$ cat src/design/shmt_pkg.sv
// Package for the symbol histogram mode tracker.
// Holds the shared widths, opcodes, register indexes, memory control struct
// and the symbol fold table builder. It depends on nothing.
package shmt_pkg;

    localparam int DEF_ALPHABET_SIZE = 256;
    localparam int DEF_COUNT_WIDTH   = 16;

    localparam int SYMBOL_W    = 8;
    localparam int OUT_COUNT_W = 16;
    localparam int SCORE_W     = 17;
    localparam int DOC_W       = 16;
    localparam int CFG_DATA_W  = 32;
    localparam int CFG_ADDR_W  = 3;

    localparam logic OP_ADD    = 1'b0;
    localparam logic OP_CHANGE = 1'b1;

    localparam logic REG_DOC_SIZE = 1'b0;

    localparam logic [SYMBOL_W-1:0] MODE_RESET = 8'd46;

    typedef struct packed {
        logic we;
        logic re;
    } t_mem_ctl;

    typedef logic [255:0][SYMBOL_W-1:0] t_fold_tab;

    function automatic t_fold_tab fold_table(int asize);
        t_fold_tab tab;
        int        c;
        c = 0;
        for (int i = 0; i < 256; i++) begin
            tab[i] = SYMBOL_W'(c);
            if (c == asize - 1) begin
                c = 0;
            end else begin
                c = c + 1;
            end
        end
        return tab;
    endfunction

endpackage

$ cat src/design/shmt_cfg_regs.sv
// Configuration register file of the tracker on an APB-style port.
// Holds the document size register. Depends on shmt_pkg.
module shmt_cfg_regs (
    input  logic                              i_clk,
    input  logic                              i_rst_n,
    input  logic                              psel,
    input  logic                              penable,
    input  logic                              pwrite,
    input  logic [shmt_pkg::CFG_ADDR_W-1:0]   paddr,
    input  logic [shmt_pkg::CFG_DATA_W-1:0]   pwdata,
    output logic [shmt_pkg::CFG_DATA_W-1:0]   prdata,
    output logic                              pready,
    output logic [shmt_pkg::DOC_W-1:0]        o_doc_size
);
    import shmt_pkg::*;

    logic [DOC_W-1:0] r_doc_size;
    logic             reg_idx;
    logic             wr_en;

    assign reg_idx = paddr[CFG_ADDR_W-1];
    assign pready  = 1'b1;
    assign wr_en   = psel && penable && pwrite && pready;

    always_ff @(posedge i_clk) begin
        if (!i_rst_n) begin
            r_doc_size <= '0;
        end else if (wr_en && (reg_idx == REG_DOC_SIZE)) begin
            r_doc_size <= pwdata[DOC_W-1:0];
        end
    end

    always_comb begin
        unique case (reg_idx)
            REG_DOC_SIZE: prdata = CFG_DATA_W'(r_doc_size);
            default:      prdata = '0;
        endcase
    end

    assign o_doc_size = r_doc_size;

endmodule

$ cat config.mk
export PLATFORM = sky130hd
export DESIGN_NAME = shmt_cfg_regs
export DESIGN_NICKNAME = d
export VERILOG_FILES = /design/src/design/shmt_pkg.sv /design/src/design/shmt_cfg_regs.sv
export SDC_FILE = /design/constraint.sdc
export NUM_CORES = 1
export LEC_CHECK = 0
export BUFFER_PORTS_ARGS = -buffer_cell sky130_fd_sc_hd__clkbuf_2
export CAP_MARGIN = 20
export CORE_MARGIN = 2
export CORE_UTILIZATION = 38
export DETAILED_ROUTE_END_ITERATION = 8
export HOLD_SLACK_MARGIN = 0.1
export PLACE_DENSITY = 0.86
export SYNTH_ARGS = -nofsm -noshare
export SYNTH_HDL_FRONTEND = slang
export SYNTH_SLANG_ARGS = --single-unit
$ cat constraint.sdc
create_clock -name i_clk -period 1.9 [get_ports i_clk]
set_clock_uncertainty 0.15 [all_clocks]
set_input_delay 0.38 -clock i_clk [delete_from_list [all_inputs] [get_ports i_clk]]
set_output_delay 0.38 -clock i_clk [all_outputs]
set_load 0.01 [all_outputs]
After elaboration in Yosys (flattened, before gate mapping)
Index checks and enable logic that the tools add are counted.
{"block": "totals", "register_bits": 16, "output_inout_bits": 49, "word_cells": 6}
{"block": "op_classes", "n_mux": 1, "bitwise_logic": 1, "reduce_logical": 3}
{"op": "16-bit 2-to-1 mux", "count": 1}
{"op": "1-bit logical AND", "count": 3}
{"op": "1-bit NOT", "count": 1}

Longest topological paths before layout
Gate-level depths: netlist of the first run.
{"block": "logic_depth", "ltp_word": 3, "ltp_mapped": 4, "depth_no_buf": 2}

Worst setup path before layout of the first run
Ideal clock, no wire load.
{"block": "synth_timing", "path_type": "input port to output port", "from": "input paddr[2] (netlist name)", "to": "output prdata[10] (netlist name)", "t_arrival_ns": 0.764, "required_time_ns": 1.370, "slack_ns": 0.606, "path_stages": 2, "path_cell_list": "clkbuf_1 > nor2b_1"}
{"block": "synth_via", "elab_chain_cells": 1}
{"item": "start, declared", "line": "shmt_cfg_regs.sv:9", "text": "input logic [shmt_pkg::CFG_ADDR_W-1:0] paddr,"}
{"item": "16-bit 2-to-1 mux", "line": "shmt_cfg_regs.sv:34", "text": "unique case (reg_idx)"}
{"item": "end, declared", "line": "shmt_cfg_regs.sv:11", "text": "output logic [shmt_pkg::CFG_DATA_W-1:0] prdata,"}
Every way passes these cells.

Worst setup path in the final report of the first run
{"block": "layout_timing", "from": "input paddr[2] (netlist name)", "to": "output prdata[3] (netlist name)"}
Same word-level chain as after synthesis.

==> results.py, run 1 <==
metrics = {
    "critical_path": {
        "r2r_end": "o_doc_size[2]",
        "cp.required_ps": 1370,
        "end_kind": "primary output",
        "arrival_ps": 1020,
        "r2r_start": "o_doc_size[2]",
        "crit_type": "input port to primary output",
        "cp-start-kind": "input port",
        "crit_fanout": 17,
        "rrSetupSlack_ps": 1080,
        "rr_worst_depth": 2,
        "startpoint": "paddr[2]",
    },
    "floorplan": {
        "row_count": 17,
        "initial_core_util": 0.406,
        "dieWidth_um": 52.9,
        "die_h_um": 52.9,
        "core_um2": 2230,
        "ios": 89,
        "dieArea_um2": 2790,
    },
    "drt": {
        "drc": 0,
        "wirelength_mm": 1.72,
        "vias": 767,
        "dr.first_iter.drc_count": 3,
        "wl_per_cell_um": 9.40,
        "drt_first_pass_iters": 3,
        "drtAntennaViolNets": 0,
        "viasPerCell": 4.19,
    },
    "synth": {
        "synthTopCellsByArea": "dfxtp_1, mux2i_1, buf_4",
        "synthCells": 106,
        "yosys.area.top_type_share": 0.353,
        "ys_ff_latch": 16,
        "syn_avg_cell_area_um2": 8.56,
        "ys_seq_area_frac": 0.353,
        "synth.cell_area_um2": 907,
        "yosys.area.top_type": "dfxtp_1",
        "yosysWarningCount": 0,
        "synth.distinct_cells": 11,
    },
    "clocking": {
        "cts_num_sinks": 16,
        "cts_tree": "built",
        "clk_path_buf_depth": 2,
        "htreeDepth": 1,
        "cts_hold_buf": 0,
        "cts.clk_slew.worst_paths_ps": 90,
        "cts_resized": 0,
        "clk_latency_ps": 270,
        "cts_buffers": 3,
        "cts_root_buffer": "clkbuf_4",
        "cts_setup_buffers": 0,
    },
    "grt": {
        "grt_max_degree": 33,
        "antenna_found_initial": 0,
        "first_global_vias": 627,
        "grt_overflow": 0,
        "grt_pass1_wl_mm": 2.66,
        "grt_usage": 0.134,
    },
    "timing": {
        "min_period_ps": 1550,
        "worstMarginPinSlew_ps": 557,
        "drv_slew": 0,
        "hold_viol_final": 0,
        "period_share": 0.816,
        "max_slew_margin": 0.629,
        "final.setup.tns_ps": 0,
        "setup_viol": 0,
        "fmax_mhz": 645,
        "rsz0062_at_grt": "no",
    },
    "layout": {
        "drive_gt1_frac": 0.406,
        "syn2layout_area_growth_pct": 24.8,
        "largest_reg_flops": 16,
        "fin_nets": 197,
        "n_antenna_cell": 0,
        "final_cells": 183,
        "fillers": 241,
    },
    "power_and_ir_drop": {
        "p_int_uw": 455,
        "ir_drop_v": 0.000245,
        "p_switching_uw": 156,
        "switching_share": 0.255,
        "p_per_area_nw_per_um2": 539,
        "pwr-share-clk": 0.278,
        "seqPwrFrac": 0.569,
        "leakagePower_nw": 0.592,
        "p_comb_frac": 0.153,
    },
    "hold_path": {
        "holdCritPathClass": "input port to register",
        "worstHoldPathCells": 3,
        "hold_start": "pwdata[0]",
        "whs_endpoint": "o_doc_size[0]",
    },
    "job": {
        "cap_violations": 0,
    },
    "outcome": {
        "outcome": "finished, final reports clean",
    },
    "place": {
        "io_buffer_count": 53,
        "gp_congestion": 0.639,
        "dp_cells": 180,
    },
}
==> critical path, cell delays in order <==
cell      delay [ps]
clkbuf_2         260
and2b_2          260
clkbuf_2         120
==> layout by cell type (no fill, tap or decap) <==
master	Yosys	routed
buf_12	1	1
nor2b_1	10	10
conb_1	2	17
and4b_1	1	1
mux2i_1	16	16
dfxtp_1	16	16
nand2_1	32	32
and2b_2	6	6
clkbuf_2	0	53
clkbuf_4	0	3
==> stage by stage <==
step	setup slack [ps]	power [mW]	utilization	cell area [um^2]	hold WS [ps]
final	350	0.611	0.507	1130	169
after global placement	332	0.449	0.497	1110	304
after floorplan	606	0.439	-	963	337
after CTS	329	0.621	0.507	1130	167
after global routing	298	0.650	0.507	1130	160
after detailed placement	287	0.450	0.497	1110	312
==> synth_stat cells <==
cell / instances
dfxtp_1: 16
buf_4: 17
and4b_1: 1
nand2_1: 32
mux2i_1: 16
and2b_2: 6
clkbuf_1: 4
buf_6: 1
conb_1: 2
buf_12: 1
nor2b_1: 10
==> cells by family after synthesis <==
kind of cell / synth area share
flip-flops: 0.353
buffers and inverters: 0.192
other: 0.00828
AND/OR/NAND/NOR: 0.270
multiplexers: 0.177
==> power by group through the flow <==
stage	sequential [mW]	clock [mW]	combinational, mW
6_report	0.347	0.170	0.0936
5_1_grt	0.349	0.195	0.106
4_1_cts	0.348	0.179	0.0946
3_5_place_dp	0.355	0	0.0942
3_3_place_gp	0.355	0	0.0935
2_1_floorplan	0.358	0	0.0807
==> worst max-delay path by stage <==
stage                                to  slack (ps)  cells past startpoint
after detailed placement  o_doc_size[2]         290                      4
after floorplan              prdata[10]         610                      2
after global routing         prdata[13]         300                      3
after global placement        prdata[1]         330                      3
final                         prdata[3]         350                      3
after CTS                     prdata[3]         330                      3
==> final cells by class <==
| class | instances | area [um^2] | area share |
|---|---|---|---|
| Sequential cell | 16 | 320 | 0.283 |
| Timing Repair Buffer | 54 | 285 | 0.252 |
| Clock buffer | 3 | 22.5 | 0.0199 |
| Tap cell | 28 | 35.0 | 0.0309 |
| Multi-Input combinational cell | 82 | 469 | 0.414 |
==> layer usage <==
layer | share of wire | wire length (um) | GRT usage
met5 | 0 | 0 | 0
met2 | 0.48 | 823 | 0.242
met4 | 0.011 | 19 | 0.0897
met1 | 0.40 | 687 | 0.130
met3 | 0.11 | 189 | 0.0424
Note: power is estimated with default switching activity, not from simulation.
==> inputs of run 2 (changes only) <==
Settings changed: CORE_UTILIZATION 38 to 32, PLACE_DENSITY 0.86 to 0.77.
Clock period 1.9 ns to 1.4 ns, I/O delays scaled along.
==> results.py, run 2 (same netlist as run 1, synthesis figures left out) <==
metrics = {
    "timing": {
        "drv_slew": 0,
        "fmax_mhz": 738,
        "worst_slack_ps": 45.9,
        "hold_viol_final": 0,
        "rsz0062_at_grt": "yes",
        "period_share": 0.967,
        "min_period_ps": 1350,
        "setup_viol": 0,
    },
    "power_and_ir_drop": {
        "leakagePower_nw": 0.694,
        "p_int_uw": 714,
        "pwr-share-clk": 0.319,
        "p_total_uw": 951,
        "seqPwrFrac": 0.496,
        "p_switching_uw": 236,
        "p_per_area_nw_per_um2": 696,
        "switching_share": 0.248,
        "p_comb_frac": 0.185,
        "ir_drop_v": 0.000379,
    },
    "floorplan": {
        "dieArea_um2": 3280,
        "die_h_um": 57.2,
        "ios": 89,
        "core_um2": 2730,
        "initial_core_util": 0.332,
        "row_count": 19,
        "dieWidth_um": 57.2,
    },
    "critical_path": {
        "cp-start-kind": "register",
        "crit_type": "register to primary output",
        "path_cells": "and2b_2 -> clkbuf_2",
        "cp.required_ps": 970,
        "rrSetupSlack_ps": 590,
        "r2r_end": "o_doc_size[15]",
        "startpoint": "o_doc_size[13]",
        "crit_fanout": 3,
        "crit_slowest_cell": "dfxtp_2",
        "critPathMaxStageDelay_ps": 340,
        "end_kind": "primary output",
        "arrival_ps": 920,
        "critPathCapture": "prdata[13]",
        "r2r_start": "o_doc_size[15]",
        "rr_worst_depth": 3,
    },
    "drt": {
        "drc": 0,
        "vias": 849,
        "drt_first_pass_iters": 2,
        "drtAntennaViolNets": 0,
        "wirelength_mm": 1.96,
        "dr.first_iter.drc_count": 19,
        "wl_per_cell_um": 9.44,
        "viasPerCell": 4.10,
    },
    "layout": {
        "fin_util": 0.499,
        "drive_gt1_frac": 0.432,
        "fin_nets": 217,
        "largest_reg_flops": 16,
        "syn2layout_area_growth_pct": 50.5,
        "stdcell_area_um2": 1370,
        "n_antenna_cell": 0,
        "final_common_cell": "clkbuf_2",
        "final_cells": 207,
        "layout_common_cells": "clkbuf_2, nand2_1, conb_1",
    },
    "clocking": {
        "cts.clk_slew.worst_paths_ps": 100,
        "cts_num_sinks": 16,
        "clk_latency_ps": 280,
        "cts_root_buffer": "clkbuf_4",
        "cts_tree": "built",
        "htreeDepth": 1,
        "clk_path_buf_depth": 2,
        "cts_buffers": 3,
    },
    "grt": {
        "grt_overflow": 0,
        "grt_pass1_wl_mm": 3.13,
        "antenna_found_initial": 0,
        "grt_usage": 0.124,
        "first_global_vias": 712,
        "grt_max_degree": 33,
    },
    "place": {
        "dp_hpwl_mm": 1.32,
        "io_buffer_count": 53,
        "dp_cells": 185,
        "gp_congestion": 0.648,
        "post-place-ws_ps": 45.5,
        "placed_area_um2": 1140,
    },
    "outcome": {
        "outcome": "finished, final reports clean",
    },
    "hold_path": {
        "holdCritPathClass": "input port to register",
        "worstHoldPathCells": 4,
    },
    "job": {
        "cap_violations": 0,
    },
}
## run 2: cell count changes in the layout (fill, tap and decap cells not counted), sizes merged
| cell | previous run | this run |
|---|---|---|
| dlygate4sd3 | 0 | 16 |
| buf | 1 | 5 |
| clkbuf | 56 | 57 |
## run 2: power by group through the flow
| stage | combinational (mW) | clock (mW) | sequential (mW) |
|---|---|---|---|
| 2_1_floorplan | 0.110 | 0 | 0.486 |
| 3_3_place_gp | 0.137 | 0 | 0.482 |
| 3_5_place_dp | 0.138 | 0 | 0.482 |
| 4_1_cts | 0.173 | 0.318 | 0.472 |
| 5_1_grt | 0.194 | 0.339 | 0.474 |
| 6_report | 0.175 | 0.303 | 0.472 |
## run 2: stage by stage
step                hold WS [ps]  TNS [ps]
floorplan                    272         0
global placement             305         0
detailed placement           313         0
CTS                          268         0
global route                 272    -0.940
finish                       269         0
## run 2: cell type report
cell class	instances	area (um^2)
fill	263	1370
timing repair buffer	74	488
multi-input combinational	82	474
sequential	16	328
tap	31	38.8
clock buffer	4	36.3
## run 2: what timing repair did
action | 4_1_cts | 5_1_grt
hold buffers | 16 | 0
endpoints found under the setup margin | 0 | 6
gates resized for setup | 0 | 8
hold endpoints to repair | 16 | 0
setup buffers | 0 | 2
## run 2: critical path: cells and delay by family, from the launching register on
family / cells / cell delay, ps
AND/OR/NAND/NOR: 1 / 190
flip-flops: 1 / 340
buffers and inverters: 1 / 120
## run 2: worst min-delay path by stage
| stage | to | startpoint |
|---|---|---|
| 2_1_floorplan | o_doc_size[10] | pwdata[10] |
| 3_3_place_gp | o_doc_size[15] | o_doc_size[15] |
| 3_5_place_dp | o_doc_size[13] | o_doc_size[13] |
| 4_1_cts | o_doc_size[15] | i_rst_n |
| 5_1_grt | o_doc_size[15] | i_rst_n |
| 6_report | o_doc_size[13] | i_rst_n |
## run 2: layer usage
| metal | wire length (um) | part of all wire | global-route usage |
|---|---|---|---|
| met2 | 924 | 0.47 | 0.204 |
| met5 | 0 | 0 | 0 |
| met1 | 888 | 0.45 | 0.158 |
| met4 | 13 | 0.0066 | 0.0498 |
| met3 | 129 | 0.066 | 0.0272 |
